==> src/kss_pkg.sv <==
package kss_pkg;

    localparam int SLOT_COUNT_DEF = 8;
    localparam int ID_W           = 16;
    localparam int INC_W          = 16;
    localparam int SCORE_W        = 8;
    localparam int IDX_OUT_W      = 3;
    localparam int SUM_W          = INC_W + 1;

    localparam logic [SCORE_W-1:0] SCORE_MAX = {SCORE_W{1'b1}};
    localparam logic [ID_W-1:0]    ID_EMPTY  = '0;

    typedef enum logic [1:0] {
        ST_IDLE,
        ST_CHECK,
        ST_DONE
    } scan_state_t;

    typedef struct packed {
        logic rd_en;
        logic wr_en;
    } mem_ctl_t;

    typedef struct packed {
        logic                 at_maximum;
        logic [SCORE_W-1:0]   new_score;
        logic [IDX_OUT_W-1:0] slot_index;
        logic                 recorded;
    } result_t;

endpackage

==> src/kss_slot_mem.sv <==
module kss_slot_mem #(
    parameter int SLOT_COUNT = kss_pkg::SLOT_COUNT_DEF,
    parameter int IDX_W      = 3
) (
    input  logic                        aclk,
    input  logic                        aresetn,
    input  kss_pkg::mem_ctl_t           ctl,
    input  logic [IDX_W-1:0]            rd_addr,
    input  logic [IDX_W-1:0]            wr_addr,
    input  logic [kss_pkg::ID_W-1:0]    wr_id,
    input  logic [kss_pkg::SCORE_W-1:0] wr_score,
    output logic [kss_pkg::ID_W-1:0]    rd_id,
    output logic [kss_pkg::SCORE_W-1:0] rd_score
);
    import kss_pkg::*;

    logic [ID_W-1:0]    mem_id    [SLOT_COUNT];
    logic [SCORE_W-1:0] mem_score [SLOT_COUNT];
    logic [SLOT_COUNT-1:0] valid_reg;

    logic [ID_W-1:0]    rd_id_reg;
    logic [SCORE_W-1:0] rd_score_reg;
    logic               rd_valid_reg;

    always_ff @(posedge aclk) begin
        if (ctl.wr_en) begin
            mem_id[wr_addr]    <= wr_id;
            mem_score[wr_addr] <= wr_score;
        end
        if (ctl.rd_en) begin
            rd_id_reg    <= mem_id[rd_addr];
            rd_score_reg <= mem_score[rd_addr];
        end
    end

    // never-written entries read as an empty slot with zero score
    always_ff @(posedge aclk) begin
        if (!aresetn) begin
            valid_reg    <= '0;
            rd_valid_reg <= 1'b0;
        end else begin
            if (ctl.wr_en) begin
                valid_reg[wr_addr] <= 1'b1;
            end
            if (ctl.rd_en) begin
                rd_valid_reg <= valid_reg[rd_addr];
            end
        end
    end

    assign rd_id    = rd_valid_reg ? rd_id_reg    : ID_EMPTY;
    assign rd_score = rd_valid_reg ? rd_score_reg : '0;

endmodule

==> src/kss_scan_ctrl.sv <==
module kss_scan_ctrl #(
    parameter int SLOT_COUNT = kss_pkg::SLOT_COUNT_DEF,
    parameter int IDX_W      = 3
) (
    input  logic                        aclk,
    input  logic                        aresetn,
    input  logic                        in_valid,
    output logic                        in_ready,
    input  logic [kss_pkg::ID_W-1:0]    in_id,
    input  logic [kss_pkg::INC_W-1:0]   in_inc,
    output kss_pkg::mem_ctl_t           mem_ctl,
    output logic [IDX_W-1:0]            rd_addr,
    output logic [IDX_W-1:0]            wr_addr,
    output logic [kss_pkg::ID_W-1:0]    wr_id,
    output logic [kss_pkg::SCORE_W-1:0] wr_score,
    input  logic [kss_pkg::ID_W-1:0]    rd_id,
    input  logic [kss_pkg::SCORE_W-1:0] rd_score,
    output logic                        res_valid,
    input  logic                        res_ready,
    output kss_pkg::result_t            res
);
    import kss_pkg::*;

    localparam logic [IDX_W-1:0] LAST_IDX = IDX_W'(SLOT_COUNT - 1);

    scan_state_t        state_reg, state_next;
    logic [IDX_W-1:0]   idx_reg;
    logic [ID_W-1:0]    id_reg;
    logic [INC_W-1:0]   inc_reg;
    result_t            res_reg;

    logic                 accept;
    logic                 hit;
    logic                 last;
    logic [SUM_W-1:0]     sum;
    logic [SCORE_W-1:0]   sat;
    logic [IDX_W+2:0]     idx_ext;

    assign accept  = in_valid && in_ready;
    // empty slot or own id ends the scan
    assign hit     = (rd_id == ID_EMPTY) || (rd_id == id_reg);
    assign last    = (idx_reg == LAST_IDX);
    assign sum     = SUM_W'(rd_score) + SUM_W'(inc_reg);
    assign sat     = (sum >= SUM_W'(SCORE_MAX)) ? SCORE_MAX : sum[SCORE_W-1:0];
    assign idx_ext = {3'b000, idx_reg};

    always_comb begin
        state_next = state_reg;
        unique case (state_reg)
            ST_IDLE:  if (accept) state_next = ST_CHECK;
            ST_CHECK: if (hit || last) state_next = ST_DONE;
            ST_DONE:  if (res_ready) state_next = ST_IDLE;
            default:  state_next = ST_IDLE;
        endcase
    end

    always_comb begin
        in_ready      = 1'b0;
        mem_ctl.rd_en = 1'b0;
        mem_ctl.wr_en = 1'b0;
        rd_addr       = '0;
        res_valid     = 1'b0;
        unique case (state_reg)
            ST_IDLE: begin
                in_ready      = 1'b1;
                mem_ctl.rd_en = accept;
            end
            ST_CHECK: begin
                mem_ctl.wr_en = hit;
                mem_ctl.rd_en = !hit && !last;
                rd_addr       = idx_reg + 1'b1;
            end
            ST_DONE: begin
                res_valid = 1'b1;
            end
            default: ;
        endcase
    end

    assign wr_addr  = idx_reg;
    assign wr_id    = id_reg;
    assign wr_score = sat;
    assign res      = res_reg;

    always_ff @(posedge aclk) begin
        if (!aresetn) begin
            state_reg <= ST_IDLE;
        end else begin
            state_reg <= state_next;
        end
    end

    always_ff @(posedge aclk) begin
        if (accept) begin
            id_reg  <= in_id;
            inc_reg <= in_inc;
            idx_reg <= '0;
        end else if (state_reg == ST_CHECK) begin
            if (hit) begin
                res_reg.recorded   <= 1'b1;
                res_reg.slot_index <= idx_ext[IDX_OUT_W-1:0];
                res_reg.new_score  <= sat;
                res_reg.at_maximum <= (sat == SCORE_MAX);
            end else begin
                res_reg <= '0;
                if (!last) begin
                    idx_reg <= idx_reg + 1'b1;
                end
            end
        end
    end

endmodule

==> src/keyed_saturating_score_table.sv <==
// Keyed saturating score table. Each input item credits score_increment to
// the slot holding the alert key, claiming the first empty slot (key 0) when
// the key is new; the score saturates at 255. The scan reads one slot per cycle
// from a single slot memory and stops at the first empty or matching slot. An
// item is not taken before the last one's scan is done and its result is
// taken; a scan reads 1 to SLOT_COUNT slots. The memory comes out of reset
// empty with no clearing pass. The result of a full table is recorded = 0
// with all other fields zero; an alert key of 0 credits the first empty slot
// but leaves it empty. slot_index carries the low three bits of the slot
// number.
module keyed_saturating_score_table #(
    parameter int SLOT_COUNT = kss_pkg::SLOT_COUNT_DEF
) (
    input  logic        aclk,
    input  logic        aresetn,
    input  logic        s_tvalid,
    output logic        s_tready,
    // [15:0] alert_key, [31:16] score_increment
    input  logic [31:0] s_tdata,
    output logic        m_tvalid,
    input  logic        m_tready,
    // [0] recorded, [3:1] slot_index, [11:4] new_score, [12] at_maximum,
    // [15:13] zero
    output logic [15:0] m_tdata
);
    import kss_pkg::*;

    localparam int IDX_W = (SLOT_COUNT > 1) ? $clog2(SLOT_COUNT) : 1;

    mem_ctl_t           mem_ctl;
    logic [IDX_W-1:0]   rd_addr;
    logic [IDX_W-1:0]   wr_addr;
    logic [ID_W-1:0]    wr_id;
    logic [SCORE_W-1:0] wr_score;
    logic [ID_W-1:0]    rd_id;
    logic [SCORE_W-1:0] rd_score;
    logic               res_valid;
    logic               res_ready;
    result_t            res;

    // output register: lets a result wait while the next item is scanned
    logic               m_tvalid_reg;
    result_t            m_res_reg;

    kss_scan_ctrl #(
        .SLOT_COUNT(SLOT_COUNT),
        .IDX_W     (IDX_W)
    ) u_ctrl (
        .aclk     (aclk),
        .aresetn  (aresetn),
        .in_valid (s_tvalid),
        .in_ready (s_tready),
        .in_id    (s_tdata[15:0]),
        .in_inc   (s_tdata[31:16]),
        .mem_ctl  (mem_ctl),
        .rd_addr  (rd_addr),
        .wr_addr  (wr_addr),
        .wr_id    (wr_id),
        .wr_score (wr_score),
        .rd_id    (rd_id),
        .rd_score (rd_score),
        .res_valid(res_valid),
        .res_ready(res_ready),
        .res      (res)
    );

    kss_slot_mem #(
        .SLOT_COUNT(SLOT_COUNT),
        .IDX_W     (IDX_W)
    ) u_mem (
        .aclk    (aclk),
        .aresetn (aresetn),
        .ctl     (mem_ctl),
        .rd_addr (rd_addr),
        .wr_addr (wr_addr),
        .wr_id   (wr_id),
        .wr_score(wr_score),
        .rd_id   (rd_id),
        .rd_score(rd_score)
    );

    assign res_ready = !m_tvalid_reg || m_tready;

    always_ff @(posedge aclk) begin
        if (!aresetn) begin
            m_tvalid_reg <= 1'b0;
        end else if (res_valid && res_ready) begin
            m_tvalid_reg <= 1'b1;
        end else if (m_tready) begin
            m_tvalid_reg <= 1'b0;
        end
    end

    always_ff @(posedge aclk) begin
        if (res_valid && res_ready) begin
            m_res_reg <= res;
        end
    end

    assign m_tvalid = m_tvalid_reg;
    assign m_tdata  = {3'b000, m_res_reg};

endmodule

==> config.mk <==
export PLATFORM = sky130hd
export DESIGN_NAME = keyed_saturating_score_table
export DESIGN_NICKNAME = d
export VERILOG_FILES = /design/src/kss_pkg.sv /design/src/kss_slot_mem.sv /design/src/kss_scan_ctrl.sv /design/src/keyed_saturating_score_table.sv
export SDC_FILE = /design/constraint.sdc
export NUM_CORES = 1
export LEC_CHECK = 0
export BUFFER_PORTS_ARGS = -buffer_cell sky130_fd_sc_hd__clkbuf_2
export CORE_ASPECT_RATIO = 0.6
export CORE_MARGIN = 3
export CORE_UTILIZATION = 65
export DETAILED_ROUTE_END_ITERATION = 6
export GPL_TIMING_DRIVEN = 0
export PLACE_DENSITY = 0.83
export SKIP_CTS_REPAIR_TIMING = 1
export SLEW_MARGIN = 20
export SYNTH_ARGS = -nofsm -noshare
export SYNTH_HDL_FRONTEND = slang
export SYNTH_SLANG_ARGS = --single-unit
==> constraint.sdc <==
create_clock -name aclk -period 8 [get_ports aclk]
set_input_delay 0.4 -clock aclk [delete_from_list [all_inputs] [get_ports aclk]]
set_output_delay 0.4 -clock aclk [all_outputs]
set_load 0.01 [all_outputs]
After elaboration in Yosys (flattened, before gate mapping)
Memories as Yosys holds them, arrays and structs flattened. A register that Yosys moved wholly into a read port is not among the register bits.
Cells that the tools add are included.
{"block": "word_totals", "ff_bits": 73, "mem_bits_rw": 192, "in_bits": 36, "output_inout_bits": 18, "elab_cells": 72, "memories": 2}
{"name": "u_mem.mem_id", "words": 8, "width": 16, "read_ports": 1, "rd_ports_with_merged_regs": 1, "wr": 1, "line_no": "kss_slot_mem.sv:17", "rtl": "logic [ID_W-1:0] mem_id [SLOT_COUNT];"}
{"name": "u_mem.mem_score", "words": 8, "width": 8, "read_ports": 1, "rd_ports_with_merged_regs": 1, "wr": 1, "line_no": "kss_slot_mem.sv:18", "rtl": "logic [SCORE_W-1:0] mem_score [SLOT_COUNT];"}
{"block": "classes", "n_addsub": 2, "order_cmp": 4, "eq_ne": 8, "n_mux": 21, "n_bitwise": 4, "n_reduce_logical": 16}
{"op": "adder 8 x 16 -> 17 bit", "n": 1}
{"op": ">= comparator 17 x 8 -> 1 bit, second input constant", "n": 1}
{"op": "== test 16 bit", "n": 1}
{"op": "zero test 16 bit", "n": 1}
{"op": "2-to-1 mux 16 bit", "n": 1}
{"op": "2-to-1 mux 8 bit", "n": 2}
{"op": "2-to-1 mux 1 bit", "n": 10}
{"op": "== test 8 bit, second input constant", "n": 1}
{"op": "less-than comparator 3 x 4 -> 1 bit, second input constant", "n": 2}
{"op": "OR 8 bit", "n": 1}
{"op": "2-to-1 mux 2 bit", "n": 3}
{"op": "one-hot mux 2 bit (3 select lines)", "n": 1}
{"op": "AND reduction 3 bit", "n": 2}
{"op": "logical AND 1 bit", "n": 4}
{"op": "inequality test 2 x 1 -> 1 bit, second input constant", "n": 2}
{"op": "adder 3 x 1 -> 3 bit, second input constant", "n": 1}
{"op": "binary-select mux 1 bit (select 3 bit)", "n": 1}
{"op": "demux 1 bit (select 3 bit)", "n": 1}
{"op": "== test 3 bit, second input constant", "n": 1}
{"op": ">= comparator 3 x 1 -> 1 bit, second input constant", "n": 1}
{"op": "zero test 1 bit", "n": 3}
{"op": "logical OR 1 bit", "n": 3}
{"op": "2-to-1 mux 3 bit", "n": 1}
{"op": "NOT 1 bit", "n": 3}
{"op": "7 further kinds", "n": 7}

Logic depth before layout (Yosys ltp)
Gate-level depths: netlist of the first run.
{"block": "logic_depth", "word_depth": 6, "depth_mapped": 14, "ltp_nobuf": 11}

Hierarchy
From an unflattened synthesis of the first run, not the netlist that was laid out.
{"block": "unflattened", "cells_unflattened": 589, "area_unflattened_um2": 11649.9}
{"mod": "kss_slot_mem", "instances": 1, "cells_per_inst": 366, "area_each_um2": 8628.3, "seq_area_each_um2": 6666.4}
{"mod": "kss_scan_ctrl", "instances": 1, "cells_per_inst": 201, "area_each_um2": 2547.4, "seq_area_each_um2": 1451.4}
{"mod": "keyed_saturating_score_table", "instances": 1, "cells_per_inst": 22, "area_each_um2": 474.2, "seq_area_each_um2": 410.4}

Worst setup path after synthesis of the first run
OpenSTA, ideal clock, no wires.
{"block": "synth_path", "path_type": "register -> register", "start": "register u_ctrl.id_reg[5], in the netlist u_ctrl.wr_id[5]", "end": "memory u_mem.mem_id[0][0], enable pin", "setup_ps": 469, "t_arrival_ps": 3968, "required_time_ps": 7531, "path_slack_ps": 3563, "stages_incl_launch_ff": 7, "n_path_buf": 0, "synth_period_minus_slack_ps": 4437, "cell_sequence": "edfxtp_1 -> xor2_1 -> o22ai_1 -> a22oi_1 -> nor4_2 -> a21oi_2 -> nor4_1"}
{"block": "synth_between", "elab_chain_cells": 5}
{"element": "start: declaration", "line_no": "kss_scan_ctrl.sv:28", "rtl": "logic [ID_W-1:0] id_reg;"}
{"element": "start signal: assignment", "line_no": "kss_scan_ctrl.sv:95", "rtl": "id_reg <= in_id;"}
{"element": "== test 16 bit", "line_no": "kss_scan_ctrl.sv:41", "rtl": "assign hit = (rd_id == ID_EMPTY) || (rd_id == id_reg);"}
{"element": "logical OR 1 bit", "line_no": "kss_scan_ctrl.sv:41"}
{"element": "2-to-1 mux 1 bit", "line_no": "kss_scan_ctrl.sv:63", "rtl": "unique case (state_reg)"}
{"element": "2-to-1 mux 1 bit", "line_no": "kss_slot_mem.sv:26", "rtl": "if (ctl.wr_en) begin"}
{"element": "2-to-1 mux 1 bit (not written as such)", "line_no": "kss_slot_mem.sv:27", "rtl": "mem_id[wr_addr] <= wr_id;"}
{"element": "end: declaration", "line_no": "kss_slot_mem.sv:17"}
No other way between the ends.

Worst setup path after layout of the first run
{"block": "layout_path", "start": "register u_mem.rd_valid_reg", "end": "memory u_mem.mem_score[5][3], data pin"}
{"block": "layout_between", "elab_chain_cells": 4}
{"element": "start: declaration", "line_no": "kss_slot_mem.sv:23", "rtl": "logic rd_valid_reg;"}
{"element": "start signal: assignment", "line_no": "kss_slot_mem.sv:46", "rtl": "rd_valid_reg <= valid_reg[rd_addr];"}
{"element": "2-to-1 mux 8 bit (*)", "line_no": "kss_slot_mem.sv:52", "rtl": "assign rd_score = rd_valid_reg ? rd_score_reg : '0;"}
{"element": "adder 8 x 16 -> 17 bit (*)", "line_no": "kss_scan_ctrl.sv:43", "rtl": "assign sum = SUM_W'(rd_score) + SUM_W'(inc_reg);"}
{"element": ">= comparator 17 x 8 -> 1 bit", "line_no": "kss_scan_ctrl.sv:44", "rtl": "assign sat = (sum >= SUM_W'(SCORE_MAX)) ? SCORE_MAX : sum[SCORE_W-1:0];"}
{"element": "2-to-1 mux 8 bit (*)", "line_no": "kss_scan_ctrl.sv:44"}
{"element": "net u_ctrl.wr_score (one bit)", "line_no": "kss_scan_ctrl.sv:15", "rtl": "output logic [kss_pkg::SCORE_W-1:0] wr_score,"}
{"element": "end: declaration", "line_no": "kss_slot_mem.sv:18"}
Mark *: on every way through the listed nets, which the timed path passes. The rest lies on a longest branch.

==> qor.txt, run 1 <==
==========================================================================================
Remaining antenna violation count after routing                                          0
Arrival time of the worst setup path                                               4.79 ns
Cell area after synthesis                                                       0.0118 mm²
Share of the yosys chip area belonging to registers                                  72.6%
Fin util                                                                             76.6%
Area taken by multi-input logic gates                                          0.00297 mm²
Global routing usage summed across all routing layers                                28.7%
Share of the cycle needed by the critical path after routing                         57.7%
Most frequent cells in the layout                                             sky130_fd_sc_hd__edfxtp_1, sky130_fd_sc_hd__a21oi_1, sky130_fd_sc_hd__o21ai_0
Clock period minus worst slack                                                     4.61 ns
Sw Pwr                                                                              703 µW
Number of buffers added on ports                                                        50
Average detailed-routed wire length per instance                                   24.8 µm
Clock edge transition at the registers on the reported setup and hold paths        0.07 ns
Setup repair after global routing missed its margin                                     no
Post-synth cell types                                                                   49
DR WL met2                                                                       12,400 µm
Type of the worst setup path                                                    reg -> reg
Final TNS setup                                                                       0 ns
Slew at the pin closest to its max-slew limit                                     0.975 ns
Post-synthesis async set-or-reset flop share                                            0%
Share of power burned in combinational logic                                          7.0%
Maximum Capacitance Violations                                                           0
Largest registers ranked by flip-flop count                                   u_mem.mem_id x128, u_mem.mem_score x64
Number of failing hold endpoints at the final stage                                      0
Worst slew margin relative to its limit                                              34.8%
P per Cell Area                                                                 236 mW/mm²
Area delta synth->final                                                              13.4%
Launch point of the worst hold path                                            s_tdata[13]
Yosys synthesis warning count                                                            0
Filler cells                                                                         1,000
Mapped Avg Cell Area                                                              14.9 µm²
Cell count after synthesis                                                             787
Hold-critical path endpoint                                                   u_ctrl.wr_id[13]$_DFFE_PP_
Detailed placement HPWL                                                          19,300 µm
Internal Power                                                                     2.44 mW
Highest routing layer actually used                                                   met4
Non-filler instance count after layout                                               1,135
Initial antenna violation count                                                          0
Die W                                                                               180 µm
Final wirelength                                                                 28,100 µm
Number of levels in the clock H-tree                                                     1
Endpoint class of the critical path                                              flip-flop
Flop-to-flop setup slack                                                           3.39 ns
Max-slew violation total from the final report                                           0
Total number of nets in the final design                                               930
Sequential share of power                                                            55.3%
Required @ worst endpoint                                                          8.18 ns
Cell depth of the worst hold path                                                        1
Root buffer cell                                                              sky130_fd_sc_hd__clkbuf_16
Total via count in the routed design                                                 7,579
Number of global-route vias before repair                                            7,578
Layout cells sized above 1                                                           17.3%
Number of flops mapped to enable cells by yosys                                        274
Number of antenna cells inserted                                                         0
Critical path fanouts, max                                                              10
Die Outline Area                                                                0.0198 mm²
Core box area                                                                   0.0174 mm²
Clock skew                                                                      0.00954 ns
Result of the run                                                             complete, no violations
Worst Reg-to-Reg Cells                                                                  14
Commonest non-fill, non-tap cell in the layout                                sky130_fd_sc_hd__edfxtp_1
Num CTS Buffers                                                                         25
F_max                                                                              217 MHz
Largest voltage drop on the vdd net                                                 193 µV
Number of optimization iterations in the first detailed-route pass                       6
Post-synthesis register bit count                                                      289
Chip Height                                                                         110 µm
Largest net degree at the start of global routing                                       26
DR vias/cell                                                                          6.68
Routed met3 length                                                                 3800 µm
Final hold slack                                                                 0.0538 ns
Clock share of power                                                                 37.6%
Clk sink count                                                                         289
TritonCTS clock tree                                                                   yes
Latest clock arrival within the worst-skew pair                                    0.52 ns
Worst R2R End                                                                 u_mem.mem_score[5][3]$_DFFE_PP_
Site row count                                                                          37
Share of Yosys cell area claimed by the top area cell type                           70.0%
Primary flip-flop cell chosen by synthesis mapping                            sky130_fd_sc_hd__edfxtp_1
Met1 routed wirelength after detailed routing                                    11,200 µm
Total setup violations reported at the end of the flow                                   0
Global-route wire length before repair                                           42,800 µm
Number of top-level pins                                                                54
Buffers from clock root to sink, at most                                                 3
Area contributors post-synth                                                  sky130_fd_sc_hd__edfxtp_1, sky130_fd_sc_hd__mux4_2, sky130_fd_sc_hd__a21oi_1, sky130_fd_sc_hd__dfxtp_1, sky130_fd_sc_hd__o21ai_0
Switching portion of total power                                                     22.4%
Number of DRC violations after detailed routing                                          0
Weighted congestion at the end of routability-driven global placement                0.910
Register with the highest flop count                                          u_mem.mem_id
Total grt overflow                                                                       0
Initial Util                                                                         67.5%
Number of flip-flops in the largest register                                           128
Post-Place Cells                                                                     1,090
Cell taking the most area after synthesis                                     sky130_fd_sc_hd__edfxtp_1
Standby leakage power                                                              4.70 nW
Launch instance of the worst register-to-register path                        u_mem.rd_valid_reg$_SDFFE_PN0P_
Starting DRC count in detailed routing                                               1,496
Combined flip-flop and latch cell area                                         0.00853 mm²
Type of the most critical hold path                                              in -> reg
Type of element launching the critical path                                      flip-flop
==========================================================================================
## how the worst max path moves through the flow
stage	start	endpoint	slack [ns]
6_report	u_mem.rd_valid_reg$_SDFFE_PN0P_	u_mem.mem_score[5][3]$_DFFE_PP_	3.39
5_1_grt	u_mem.rd_valid_reg$_SDFFE_PN0P_	u_mem.mem_score[2][2]$_DFFE_PP_	3.27
4_1_cts	u_mem.rd_valid_reg$_SDFFE_PN0P_	u_mem.mem_score[5][3]$_DFFE_PP_	3.56
3_5_place_dp	u_mem.rd_valid_reg$_SDFFE_PN0P_	u_mem.mem_score[0][3]$_DFFE_PP_	3.55
3_3_place_gp	u_ctrl.wr_id[5]$_DFFE_PP_	u_mem.mem_id[1][5]$_DFFE_PP_	1.19
2_1_floorplan	u_ctrl.wr_id[5]$_DFFE_PP_	u_mem.mem_id[0][0]$_DFFE_PP_	3.56
## stage by stage
| stage | setup slack [ns] | instance area (µm²) | power [mW] |
|---|---|---|---|
| after floorplan | 3.56 | 11800 | 1.90 |
| after global placement | 1.19 | 12300 | 1.96 |
| after detailed placement | 3.55 | 12500 | 1.98 |
| after CTS | 3.56 | 13300 | 3.14 |
| after global routing | 3.27 | 13300 | 3.23 |
| final | 3.39 | 13300 | 3.14 |
## power by group through the flow
stage | clock (mW) | combinational (mW) | sequential, mW
after global placement | 0 | 0.193 | 1.77
after detailed placement | 0 | 0.213 | 1.77
after global routing | 1.25 | 0.236 | 1.74
after CTS | 1.18 | 0.216 | 1.74
after floorplan | 0 | 0.139 | 1.76
final | 1.18 | 0.221 | 1.74
## cell type report
type | instances | area share (%)
buffer | 41 | 1.47
clock inverter | 13 | 0.882
tap | 234 | 2.20
inverter | 31 | 0.873
sequential | 289 | 64.0
multi-input combinational | 428 | 22.3
clock buffer | 32 | 5.04
timing repair buffer | 67 | 3.28
## cell families after synthesis
family,count (synthesis),share of synthesized area [%]
and+or+nand+nor,177,7.82
other,1,0.0319
xor gates and xnor gates,14,1.04
muxes,32,5.39
adders and majority gates,11,1.24
buffers and inverters,72,2.66
DFF,289,72.6
AOI/OAI and AO/OA,191,9.24
## metal layers
layer,track usage (%),vias to the layer above
li1,-,3209
met1,43.0,3689
met5,0,-
met4,7.89,0
met3,5.97,72
met2,43.8,609
## cells in the mapped netlist (all sizes together), types with 14 or more instances
master  number
buf         15
xor2        14
nand2       56
edfxtp     274
dfxtp       15
inv         31
clkbuf      26
mux4        25
o21ai       61
nor3        57
nor2        17
a21oi       88
## critical path, cell delays in order (launching register included)
cell and delay [ns]:
sky130_fd_sc_hd__dfxtp_1 0.48, sky130_fd_sc_hd__buf_4 0.25, sky130_fd_sc_hd__clkbuf_1 0.43, sky130_fd_sc_hd__and2_1 0.25, sky130_fd_sc_hd__ha_1 0.20, sky130_fd_sc_hd__inv_1 0.06
sky130_fd_sc_hd__fa_1 0.40, sky130_fd_sc_hd__nand2b_1 0.19, sky130_fd_sc_hd__nor3b_1 0.15, sky130_fd_sc_hd__o31a_1 0.34, sky130_fd_sc_hd__o41ai_2 0.37, sky130_fd_sc_hd__o31ai_1 0.17
sky130_fd_sc_hd__nor4_4 0.48, sky130_fd_sc_hd__buf_6 0.23, sky130_fd_sc_hd__nand2_1 0.25
Power figures use the tool's default switching activity.
==> inputs of run 2 (changes only) <==
--- a/config.mk
+++ b/config.mk
@@ -8,10 +8,10 @@
 export BUFFER_PORTS_ARGS = -buffer_cell sky130_fd_sc_hd__clkbuf_2
 export CORE_ASPECT_RATIO = 0.6
 export CORE_MARGIN = 3
-export CORE_UTILIZATION = 65
+export CORE_UTILIZATION = 61
 export DETAILED_ROUTE_END_ITERATION = 6
 export GPL_TIMING_DRIVEN = 0
-export PLACE_DENSITY = 0.83
+export PLACE_DENSITY = 0.78
 export SKIP_CTS_REPAIR_TIMING = 1
 export SLEW_MARGIN = 20
 export SYNTH_ARGS = -nofsm -noshare
==> constraint.sdc (replaced) <==
create_clock -name aclk -period 4.6 [get_ports aclk]
set_input_delay 0.23 -clock aclk [delete_from_list [all_inputs] [get_ports aclk]]
set_output_delay 0.23 -clock aclk [all_outputs]
set_load 0.01 [all_outputs]
==> run 2 against run 1 <==
Critical path depth fell by 1. Final area increased by 3.7%. Hold slack worse by 0.0034 ns. Combinational power grew 81%. Largest power group unchanged. Largest cell class unchanged. Power grew 80%. Clock-buffer cell count is 2 lower. Wire length decreased by 1.3%. Die area up 6.3%. Setup slack worse by 2.9 ns. Clock skew increased by 0.011 ns. Fmax grew 13%.
==> qor.txt, run 2 (synthesis results as in run 1) <==
==========================================================================================
Result of the run                                                             complete, no violations
Launch point of the worst hold path                                               m_tready
Weighted congestion at the end of routability-driven global placement                0.908
Worst Reg-to-Reg Cells                                                                  13
Cell-by-cell trace of the critical path                                       buf_4 -> and2_1 -> ha_1 -> inv_1 -> fa_1 -> nand2b_1 -> nor3b_1 -> o31a_1 -> o41ai_2 -> o31ai_1 -> nor4_4 -> buf_6 -> nand2_1
Number of antenna cells inserted                                                         0
Worst R2R End                                                                 u_mem.mem_score[5][6]$_DFFE_PP_
Worst setup startpoint                                                        u_mem.rd_valid_reg$_SDFFE_PN0P_
Hold-critical path endpoint                                                   m_tvalid$_SDFFE_PN0P_
Area delta synth->final                                                              17.6%
Site row count                                                                          38
Share of the cycle needed by the critical path after routing                         89.0%
Worst slew margin relative to its limit                                              41.2%
P per Cell Area                                                                 409 mW/mm²
Maximum Capacitance Violations                                                           0
Number of levels in the clock H-tree                                                     1
Type of the most critical hold path                                              in -> reg
Buffers from clock root to sink, at most                                                 3
Number of optimization iterations in the first detailed-route pass                       6
Starting DRC count in detailed routing                                               1,240
Total number of nets in the final design                                               967
Flop-to-flop setup slack                                                           0.50 ns
Global-route wire length before repair                                           41,600 µm
Number of DRC violations after detailed routing                                          0
Layout cells sized above 1                                                           17.4%
Core box area                                                                   0.0185 mm²
Number of global-route vias before repair                                            7,264
Number of failing hold endpoints at the final stage                                      0
Average detailed-routed wire length per instance                                   23.5 µm
Largest net degree at the start of global routing                                       26
Standard cell with the maximum stage delay on the critical path               sky130_fd_sc_hd__dfxtp_1
Buffers & Inverters on Critical Path                                                     3
Post-route standard cell area excluding fillers                                 0.0138 mm²
Number of buffers added on ports                                                        50
Non-filler instance count after layout                                               1,179
Type of element launching the critical path                                      flip-flop
Commonest non-fill, non-tap cell in the layout                                sky130_fd_sc_hd__edfxtp_1
Largest voltage drop on the vdd net                                                 350 µV
Worst path top cell family by delay                                           simple AND/OR/NAND/NOR gates
Setup repair after global routing missed its margin                                     no
Final wirelength                                                                 27,700 µm
Register with the highest flop count                                          u_mem.mem_id
Remaining antenna violation count after routing                                          0
Required @ worst endpoint                                                          4.80 ns
Root buffer cell                                                              sky130_fd_sc_hd__clkbuf_16
Total grt overflow                                                                       0
Initial Util                                                                         63.5%
Endpoint class of the critical path                                              flip-flop
Largest registers ranked by flip-flop count                                   u_mem.mem_id x128, u_mem.mem_score x64
Total setup violations reported at the end of the flow                                   0
Cell depth of the worst hold path                                                        3
Type of the worst setup path                                                    reg -> reg
Worst path max stage delay                                                         0.50 ns
Die Outline Area                                                                0.0210 mm²
Launch instance of the worst register-to-register path                        u_mem.rd_valid_reg$_SDFFE_PN0P_
Detailed placement HPWL                                                          18,900 µm
Global routing usage summed across all routing layers                                26.3%
F_max                                                                              244 MHz
Die W                                                                               185 µm
DR vias/cell                                                                          6.45
Standby leakage power                                                              4.91 nW
Clock period minus worst slack                                                     4.10 ns
Post-Place Cells                                                                     1,100
TritonCTS clock tree                                                                   yes
Arrival time of the worst setup path                                               4.29 ns
Max-slew violation total from the final report                                           0
Instance area at placement                                                      0.0126 mm²
Chip Height                                                                         114 µm
Clock edge transition at the registers on the reported setup and hold paths        0.06 ns
Number of top-level pins                                                                54
Clock skew                                                                       0.0208 ns
Num CTS Buffers                                                                         26
Critical path fanouts, max                                                              19
Slew at the pin closest to its max-slew limit                                     0.874 ns
Clk sink count                                                                         289
Pwr Total                                                                          5.65 mW
Most frequent cells in the layout                                             sky130_fd_sc_hd__edfxtp_1, sky130_fd_sc_hd__a21oi_1, sky130_fd_sc_hd__o21ai_0
Total via count in the routed design                                                 7,600
Initial antenna violation count                                                          0
Number of flip-flops in the largest register                                           128
Latest clock arrival within the worst-skew pair                                    0.53 ns
==========================================================================================
[run 2: changes by cell type in the layout (fill, tap and decap cells not counted), sizes merged]
cell	change
dlygate4sd3	+33
clkbuf	-3
bufinv	+2
buf	+4
clkinv	+1
clkinvlp	+1
[run 2: cell type report]
type                            count  area, µm²
Sequential cell                   289       8530
Clock buffer                       30        687
Inverter                           31        116
Buffer                             40        193
Tap cell                          240        300
Multi-Input combinational cell    428       2970
Clock inverter                     17        196
Fill cell                        1055       4680
Timing Repair Buffer              104        827
[run 2: through the flow]
stage          utilization (%)  hold WS, ns  setup WS [ns]  TNS, ns
4_1_cts                   72.9       -0.143          0.221        0
3_5_place_dp              68.2        0.406          0.275        0
3_3_place_gp              66.5        0.402          -2.28  -133.87
2_1_floorplan                -        0.329          0.163        0
6_report                  74.7       0.0503          0.505        0
5_1_grt                   74.7       0.0576          0.318        0
[run 2: report_power, final]
| part | total [mW] | leakage, nW | switching, mW | internal, mW |
|---|---|---|---|---|
| logic | 0.399 | 1.74 | 0.244 | 0.155 |
| registers | 3.03 | 2.74 | 0.0673 | 2.96 |
| clock network | 2.23 | 0.425 | 0.929 | 1.30 |
| total | 5.65 | 4.91 | 1.24 | 4.41 |
[run 2: worst reg2reg max path: stages (launching register included)]
cell and delay (ns):
sky130_fd_sc_hd__dfxtp_1 0.50, sky130_fd_sc_hd__buf_4 0.33, sky130_fd_sc_hd__and2_1 0.19, sky130_fd_sc_hd__ha_1 0.20, sky130_fd_sc_hd__inv_1 0.07, sky130_fd_sc_hd__fa_1 0.41
sky130_fd_sc_hd__nand2b_1 0.19, sky130_fd_sc_hd__nor3b_1 0.15, sky130_fd_sc_hd__o31a_1 0.33, sky130_fd_sc_hd__o41ai_2 0.36, sky130_fd_sc_hd__o31ai_1 0.16, sky130_fd_sc_hd__nor4_4 0.47
sky130_fd_sc_hd__buf_6 0.23, sky130_fd_sc_hd__nand2_1 0.21
[run 2: worst max-delay path by stage]
| stage | cells after the start | endpoint | slack [ns] |
|---|---|---|---|
| 2_1_floorplan | 6 | u_mem.mem_id[0][0]$_DFFE_PP_ | 0.16 |
| 3_3_place_gp | 6 | u_mem.mem_id[0][5]$_DFFE_PP_ | -2.28 |
| 3_5_place_dp | 14 | u_mem.mem_score[5][6]$_DFFE_PP_ | 0.27 |
| 4_1_cts | 14 | u_mem.mem_score[5][6]$_DFFE_PP_ | 0.22 |
| 5_1_grt | 13 | u_mem.mem_score[5][6]$_DFFE_PP_ | 0.32 |
| 6_report | 13 | u_mem.mem_score[5][6]$_DFFE_PP_ | 0.50 |
[run 2: layer usage]
layer	global-route usage (%)	share of wire [%]	wire length [µm]	vias to the layer above
met5	0	0	0	-
met2	37.3	43	12000	546
met4	5.74	1.9	518	0
li1	-	-	-	3277
met1	42.8	42	11600	3725
met3	5.32	13	3660	52
